`src/hw/rtl/mhmq_pkg.sv`:
```
// Shared types and constants for the monotone hull minimum query block.
`default_nettype none
package mhmq_pkg;
    localparam int HULL_DEPTH  = 1024;
    localparam int ADDR_W      = $clog2(HULL_DEPTH);
    localparam int CNT_W       = $clog2(HULL_DEPTH + 1);
    localparam int OP_W        = 2;
    localparam int SLOPE_W     = 32;
    localparam int ICPT_W      = 64;
    localparam int TAG_W       = 20;
    localparam int X_W         = 32;
    localparam int ST_W        = 2;
    localparam int DIFF_W      = ICPT_W + 1;
    localparam int MULB_W      = SLOPE_W;
    localparam int PROD_W      = DIFF_W + MULB_W + 1;
    localparam int QUEUE_DEPTH = 2;
    localparam int QPTR_W      = $clog2(QUEUE_DEPTH);

    localparam logic [OP_W-1:0] OP_CLEAR  = 2'd0;
    localparam logic [OP_W-1:0] OP_INSERT = 2'd1;
    localparam logic [OP_W-1:0] OP_QUERY  = 2'd2;

    localparam logic [ST_W-1:0] ST_OK    = 2'd0;
    localparam logic [ST_W-1:0] ST_SLOPE = 2'd1;
    localparam logic [ST_W-1:0] ST_EMPTY = 2'd2;
    localparam logic [ST_W-1:0] ST_FULL  = 2'd3;

    typedef enum logic [1:0] {
        K_CLEAR,
        K_INSERT,
        K_QUERY,
        K_NONE
    } t_kind;

    typedef struct packed {
        t_kind                     kind;
        logic signed [SLOPE_W-1:0] slope;
        logic signed [ICPT_W-1:0]  intercept;
        logic [TAG_W-1:0]          tag;
        logic signed [X_W-1:0]     x;
    } t_item;

    typedef enum logic [2:0] {
        S_IDLE,
        S_FETCH,
        S_EVAL,
        S_MULW,
        S_PUSH,
        S_TAG,
        S_ANS,
        S_RESULT
    } t_state;
endpackage
`default_nettype wire

```
`src/hw/rtl/mhmq_front.sv`:
```
// Front end: accepts transactions, decodes the op and queues them.
`default_nettype none
module mhmq_front (
    input  wire logic                                 i_clk,
    input  wire logic                                 i_rst_n,
    input  wire logic                                 i_in_valid,
    output logic                                      o_in_ready,
    input  wire logic [mhmq_pkg::OP_W-1:0]            i_op,
    input  wire logic signed [mhmq_pkg::SLOPE_W-1:0]  i_line_slope,
    input  wire logic signed [mhmq_pkg::ICPT_W-1:0]   i_line_intercept,
    input  wire logic [mhmq_pkg::TAG_W-1:0]           i_line_tag,
    input  wire logic signed [mhmq_pkg::X_W-1:0]      i_query_x,
    output logic                                      o_item_valid,
    output mhmq_pkg::t_item                           o_item,
    input  wire logic                                 i_pop
);
    mhmq_pkg::t_item                r_q [mhmq_pkg::QUEUE_DEPTH];
    logic [mhmq_pkg::QPTR_W-1:0]    r_wr, r_rd;
    logic [mhmq_pkg::QPTR_W:0]      r_cnt;
    mhmq_pkg::t_item                w_item;
    logic                           w_push;

    always_comb begin
        w_item.slope     = i_line_slope;
        w_item.intercept = i_line_intercept;
        w_item.tag       = i_line_tag;
        w_item.x         = i_query_x;
        case (i_op)
            mhmq_pkg::OP_CLEAR:  w_item.kind = mhmq_pkg::K_CLEAR;
            mhmq_pkg::OP_INSERT: w_item.kind = mhmq_pkg::K_INSERT;
            mhmq_pkg::OP_QUERY:  w_item.kind = mhmq_pkg::K_QUERY;
            default:             w_item.kind = mhmq_pkg::K_NONE;
        endcase
    end

    assign o_in_ready   = r_cnt < (mhmq_pkg::QPTR_W+1)'(mhmq_pkg::QUEUE_DEPTH);
    assign w_push       = i_in_valid && o_in_ready;
    assign o_item_valid = r_cnt != '0;
    assign o_item       = r_q[r_rd];

    always_ff @(posedge i_clk) begin
        if (!i_rst_n) begin
            r_wr  <= '0;
            r_rd  <= '0;
            r_cnt <= '0;
        end else begin
            if (w_push) begin
                r_wr <= r_wr + 1'b1;
            end
            if (i_pop) begin
                r_rd <= r_rd + 1'b1;
            end
            r_cnt <= r_cnt + (mhmq_pkg::QPTR_W+1)'(w_push) - (mhmq_pkg::QPTR_W+1)'(i_pop);
        end
    end

    always_ff @(posedge i_clk) begin
        if (w_push) begin
            r_q[r_wr] <= w_item;
        end
    end
endmodule
`default_nettype wire

```
`config.mk`:
```
export PLATFORM = sky130hd
export DESIGN_NAME = mhmq_front
export DESIGN_NICKNAME = d
export VERILOG_FILES = /design/src/hw/rtl/mhmq_pkg.sv /design/src/hw/rtl/mhmq_front.sv
export SDC_FILE = /design/constraint.sdc
export NUM_CORES = 1
export LEC_CHECK = 0
export BUFFER_PORTS_ARGS = -buffer_cell sky130_fd_sc_hd__buf_2
export CAP_MARGIN = 20
export CORE_AREA = 5 5 158 160
export DETAILED_ROUTE_END_ITERATION = 10
export DIE_AREA = 0 0 163 165
export GPL_ROUTABILITY_DRIVEN = 1
export GPL_TIMING_DRIVEN = 1
export MAX_ROUTING_LAYER = met4
export PLACE_DENSITY = 0.8
export SYNTH_ARGS = -nofsm -noshare
export SYNTH_HDL_FRONTEND = slang
export SYNTH_SLANG_ARGS = --single-unit
```
`constraint.sdc`:
```
create_clock -name i_clk -period 10.4 [get_ports i_clk]
set_clock_uncertainty 0.05 [all_clocks]
set_input_delay 2.08 -clock i_clk [delete_from_list [all_inputs] [get_ports i_clk]]
set_output_delay 2.08 -clock i_clk [all_outputs]
set_load 0.01 [all_outputs]
```
# [Word-level counts from Yosys, hierarchy flattened]
# Memories as Yosys holds them, arrays and structs flattened. A register that Yosys moved wholly into a read port is not among the register bits.
# Index checks and enable logic that the tools add are counted.
# W data, S select, Z words.
[word_totals] register_bits=4 ramBits=300 inputBits=154 out_inout_bits=152 n_memories=1
[mem_list] memory="r_q" words=2 width=150 rd=1 rd_clocked_by_memory_dff=1 write_ports=1 line_no="mhmq_front.sv:17" text="mhmq_pkg::t_item r_q [mhmq_pkg::QUEUE_DEPTH];"
[classes] addsub=4 order_cmp=1 eq_ne=2 mux=5 reduce_logical=3
[op_table] cell="$pmux W2 S3" count=1
[op_table] cell="$mux W1" count=4
[op_table] cell="$add A1 B1 Y1 const B" count=2
[op_table] cell="$add A2 B1 Y2" count=1
[op_table] cell="$eq A2 B1 Y1 const B" count=1
[op_table] cell="$eq A2 B2 Y1 const B" count=1
[op_table] cell="$logic_not A2 Y1" count=1
[op_table] cell="$lt A2 B2 Y1 const B" count=1
[op_table] cell="$reduce_bool A2 Y1" count=1
[op_table] cell="$sub A2 B1 Y2" count=1
[op_table] cell="$logic_and A1 B1 Y1" count=1

# [Logic depth before layout (Yosys ltp)]
# Gate-level depths: netlist of the first run.
[depth] depth_word=4 mapped_depth=5 depth_no_buf=5

# [Worst setup path before layout of the first run]
# OpenSTA, ideal clock, no wires.
[synth_path] path_kind="input port to flip-flop" startpoint="input port i_in_valid" endpoint="memory r_q[0][0] (netlist bit) (enable)" setup_ns=0.663 t_arrival_ns=8.431 required_ns=9.687 slack_ns=1.256 path_stages=2 path_buffers=0 path_cell_list="nand2b_1 -> nor2_1"
[synth_between] elab_chain_len=3
[synth_lines] element="start: declaration" line_no="mhmq_front.sv:6" text="input wire logic i_in_valid,"
[synth_lines] element="$logic_and A1 B1 Y1" line_no="mhmq_front.sv:37" text="assign w_push = i_in_valid && o_in_ready;"
[synth_lines] element="$mux W1" line_no="mhmq_front.sv:58" text="if (w_push) begin"
[synth_lines] element="$mux W1 (not written as such)" line_no="mhmq_front.sv:59" text="r_q[r_wr] <= w_item;"
[synth_lines] element="end: declaration" line_no="mhmq_front.sv:17"
# Every way passes these cells.

==> results_dict.tcl, run 1 <==
set metrics [dict create \
    grt_pass1_wl_mm 32.7 \
    post_cts_buffers 0 \
    crit_path_end_kind "primary output" \
    synth_area_mm2 0.0115 \
    met3_usage 0.0449 \
    rsz0062_at_grt "false" \
    cp.required_ps 8270 \
    io_pins 306 \
    h-tree-depth 1 \
    r2r_end "r_q[1][14]$_DFFE_PP_" \
    timing.reg2reg.setup_slack_ps 7420 \
    holdCritPathClass "reg -> reg" \
    grt_overflow_total 0 \
    synth_nets 647 \
    setup_ws_ps 5570 \
    dieHeight_um 165 \
    num_rows 56 \
    maxSlewViolCount 0 \
    initial_core_util 0.493 \
    synthTopCellsByArea "edfxtp_1, mux2_4, mux2_2" \
    endpoint "o_item[18]" \
    powerDensity_mw_per_mm2 198 \
    yosysTopAreaCellShare 0.786 \
    maxClockFrequency_mhz 207 \
    grt_pass1_vias 6057 \
    start_kind "register" \
    dpl.cell_count 1104 \
    die_w_um 163 \
    p_leak_nw 5.51 \
    preCtsSetupSlack_ps 5630 \
    drc 0 \
    use_met1 0.184 \
    antenna_found_initial 5 \
    crit_type "reg -> out" \
    cts_buffer_depth 3 \
    grt_max_degree 66 \
    peakVddDrop_mv 0.151 \
    drive_gt1_frac 0.602 \
    synth.distinct_cells 22 \
    firstDrtPassIters 4 \
    hold_violations 0 \
    cts_made_buffers 30 \
    hpwl_mm 15.1 \
    yosys.area.top_type "edfxtp_1" \
    vias 5669 \
    drt-initial-drc-count 310 \
    coreArea_mm2 0.0233 \
    yosys_warnings 0 \
    worst_slew_pin_slew_ps 1090 \
    clock_latency_ps 540 \
    tns_ps 0 \
    final.period_utilization 0.465 \
    finalNonFillerCells 1165 \
    syn_inst 492 \
    ctsResizeCount 0 \
    cts_root_buf "clkbuf_16" \
    hold_depth 2 \
    viasPerCell 4.87 \
    wl_per_cell_um 19.1 \
    clock_sinks 305 \
    dieArea_mm2 0.0269 \
    cap_violations 0 \
    postSynth.asyncResetShare 0 \
    nets 972 \
    cts.clk_slew.worst_paths_ps 60 \
    ant_nets 0 \
    cts_hold_buf 0 \
    grt_util_met2 0.282 \
    post-route-min-period_ps 4830 \
    busiest_layer "met2" \
    drt_wl_total_mm 22.2 \
    crit-reg2reg-launch "r_cnt[1]$_SDFF_PN0_" \
    crit_fanout 62 \
    gp_congestion 0.782 \
    cts_tree "built" \
    io_buffers 305 \
    cp_data_arrival_time_ps 2700 \
    grtUsageTotal 0.161 \
    synth_most_common_cell "edfxtp_1" \
    ys_ff_latch 305 \
    max_slew_margin 0.276 \
    synth-edff-count 300 \
    synth_ff_type "edfxtp_1" \
    status "complete, no violations" \
    yosysSeqAreaShare 0.794 \
    syn2layout_area_growth_pct 24.0 \
    finalSetupViolations 0 \
    syn_area_per_cell_um2 23.3 \
    synth_common_cells "edfxtp_1, mux2_4, mux2_2" \
    worstRegToRegCells 4 \
]
worst min path at each step:
| stage | from | slack, ps | to |
|---|---|---|---|
| 2_1_floorplan | r_wr$_SDFFE_PN0P_ | 490 | r_wr$_SDFFE_PN0P_ |
| 3_3_place_gp | r_cnt[0]$_SDFF_PN0_ | 510 | r_cnt[0]$_SDFF_PN0_ |
| 3_5_place_dp | r_rd$_SDFFE_PN0P_ | 540 | r_rd$_SDFFE_PN0P_ |
| 4_1_cts | r_rd$_SDFFE_PN0P_ | 550 | register |
| 5_1_grt | r_rd$_SDFFE_PN0P_ | 570 | r_rd$_SDFFE_PN0P_ |
| 6_report | r_rd$_SDFFE_PN0P_ | 550 | register |
metrics by stage:
stage	hold slack [ps]	instance area, um2	util	total power [mW]
after floorplan	492	11500	-	1.73
after global placement	508	13300	0.571	1.85
after detailed placement	541	13300	0.572	1.87
after CTS	551	14200	0.610	2.84
after global routing	567	14200	0.611	2.92
final	552	14200	0.611	2.81
layout by cell type, fill, tap and decap left out, drive strengths merged, types with 2 or more instances in the layout:
master	Yosys	routed
clkbuf	2	41
and2	4	4
mux2	150	150
clkinv	0	13
edfxtp	300	300
buf	17	312
dfxtp	5	5
and3	2	2
diode	0	6
kinds of logic after synthesis:
| kind of cell | after synthesis | share of synthesized area |
|---|---|---|
| flip-flops | 305 | 0.794 |
| multiplexers | 150 | 0.180 |
| buffers and inverters | 20 | 0.0153 |
| AND/OR/NAND/NOR | 12 | 0.00644 |
| AO/OA/AOI/OAI | 2 | 0.00109 |
| XOR/XNOR | 2 | 0.00153 |
| adder cells (fa/ha/maj) | 1 | 0.00109 |
critical path, stage by stage, from the launching register on:
cell and delay (ps):
dfxtp_4 660, buf_4 880, mux2_2 420, buf_2 140
report_power, final:
part           internal [mW]  switching, mW  leakage (nW)  total (mW)
Clock                  0.555          0.419         0.440       0.974
Combinational          0.175          0.180          2.23       0.355
Sequential              1.45         0.0255          2.84        1.48
flip-flops by register name, summed over array words and instances (netlist names), named ones only:
signal	cells
r_rd	1
r_wr	1
r_cnt	2
r_q	300
layout make-up:
| type | count | area [um2] |
|---|---|---|
| sequential | 305 | 9110 |
| inverter | 1 | 3.75 |
| clock inverter | 14 | 63.8 |
| timing repair buffer | 312 | 1590 |
| multi-input combinational | 167 | 2190 |
| fill | 1726 | 9050 |
| clock buffer | 41 | 833 |
| tap | 319 | 399 |
| antenna | 6 | 15.0 |
layer usage:
layer,part of all wire,vias to the layer above,wire [um]
met4,0.022,0,480
met5,0,-,0
met3,0.083,37,1850
li1,-,2616,-
met2,0.53,228,11700
met1,0.37,2788,8200
No activity file was read; power rests on OpenSTA's default activity.
==> inputs of run 2 (changes only) <==
clock period = 4.8 ns   (was 10.4 ns; I/O delays follow)
==> results_dict.tcl, run 2 (same netlist as run 1, synthesis figures left out) <==
set metrics [dict create \
    num_rows 56 \
    maxSlewViolCount 0 \
    io_pins 306 \
    die_w_um 163 \
    finalSetupViolations 0 \
    peakVddDrop_mv 0.331 \
    worst_slew_pin_slew_ps 994 \
    ant_nets 0 \
    final.period_utilization 0.674 \
    max_slew_margin 0.338 \
    finalNonFillerCells 1166 \
    layout_common_cells "buf_2, edfxtp_1, mux2_4, mux2_2, clkbuf_16" \
    dieHeight_um 165 \
    maxClockFrequency_mhz 309 \
    grt_overflow_total 0 \
    viasPerCell 4.89 \
    cp_slowest_cell "buf_4" \
    top_register "r_q" \
    cp_data_arrival_time_ps 2220 \
    cts_root_buf "clkbuf_16" \
    largest_registers "r_q x300, r_cnt x2" \
    p_leak_nw 5.56 \
    grt_pass1_wl_mm 32.7 \
    wl_per_cell_um 19.1 \
    gp_congestion 0.755 \
    post-route-min-period_ps 3230 \
    crit_path_end_kind "primary output" \
    drive_gt1_frac 0.607 \
    status "complete, no violations" \
    cts_made_buffers 31 \
    clock_latency_ps 530 \
    cts.clk_slew.worst_paths_ps 60 \
    preCtsSetupSlack_ps 2090 \
    tns_ps 0 \
    nets 972 \
    dpl.cell_count 1103 \
    cts_tree "built" \
    start_kind "register" \
    syn2layout_area_growth_pct 25.0 \
    crit_fanout 60 \
    utilization 0.616 \
    h-tree-depth 1 \
    cp.required_ps 3790 \
    drt_wl_total_mm 22.3 \
    post_cts_buffers 0 \
    cap_violations 0 \
    drt-initial-drc-count 326 \
    worstPathCellList "buf_4 > mux2_2 > buf_2" \
    firstDrtPassIters 4 \
    cts_buffer_depth 3 \
    cts_hold_buf 0 \
    coreArea_mm2 0.0233 \
    clock_sinks 305 \
    io_buffers 305 \
    hold_violations 0 \
    dieArea_mm2 0.0269 \
    rsz0062_at_grt "false" \
    hpwl_mm 14.9 \
    holdCritPathClass "reg -> reg" \
    grt_max_degree 91 \
    largest_reg_flops 300 \
    crit_type "reg -> out" \
    vias 5705 \
    nFillCells 1690 \
    ctsResizeCount 0 \
    drc 0 \
    final_common_cell "buf_2" \
    setup_ws_ps 1570 \
    powerDensity_mw_per_mm2 439 \
    initial_core_util 0.493 \
    grt_pass1_vias 6115 \
    cp_slowest_stage_delay_ps 710 \
    grtUsageTotal 0.161 \
    antenna_found_initial 8 \
]
==> run 2: final timing paths <==
kind	start	endpoint	slack, ps	cells after the start
setup / recovery	register	o_item[33]	1570	3
hold / removal	r_rd$_SDFFE_PN0P_	register	520	2
setup reg to reg	r_cnt[1]$_SDFF_PN0_	r_q[1][100]$_DFFE_PP_	2780	3
hold reg to reg	r_rd$_SDFFE_PN0P_	register	520	2
==> run 2: metrics by stage <==
stage	area [um2]	total power, mW	hold WS, ps
global placement	13300	4.01	507
floorplan	11500	3.73	499
finish	14300	6.29	521
CTS	14300	6.37	527
global route	14300	6.54	528
detailed placement	13300	4.04	517
==> run 2: metal layers <==
layer	part of all wire	global-route usage	vias to the layer above
met4	0.039	0.0675	0
met1	0.38	0.188	2788
met3	0.079	0.0464	59
met5	0	-	-
met2	0.50	0.264	240
li1	-	-	2618
==> run 2: worst max-delay path: cells and delay by family, from the launching register on <==
kind,cells,cell delay (ps)
muxes,1,420
buffers and inverters,2,860
DFF,1,350
==> run 2: power by group <==
| part | internal, mW | switching (mW) | leakage [nW] |
|---|---|---|---|
| sequential | 3.15 | 0.0472 | 2.84 |
| clock | 1.39 | 0.928 | 0.491 |
| combinational | 0.380 | 0.397 | 2.24 |
| total | 4.92 | 1.37 | 5.56 |
==> run 2: layout make-up <==
class	count	area, um2	area share
clock inverters	20	205	0.0143
multi-input cells	167	2190	0.153
well taps	319	399	0.0278
inverters	1	3.75	0.000262
flip-flops and latches	305	9110	0.636
clock buffers	34	787	0.0549
repair buffers	311	1610	0.112
diodes	9	22.5	0.00157
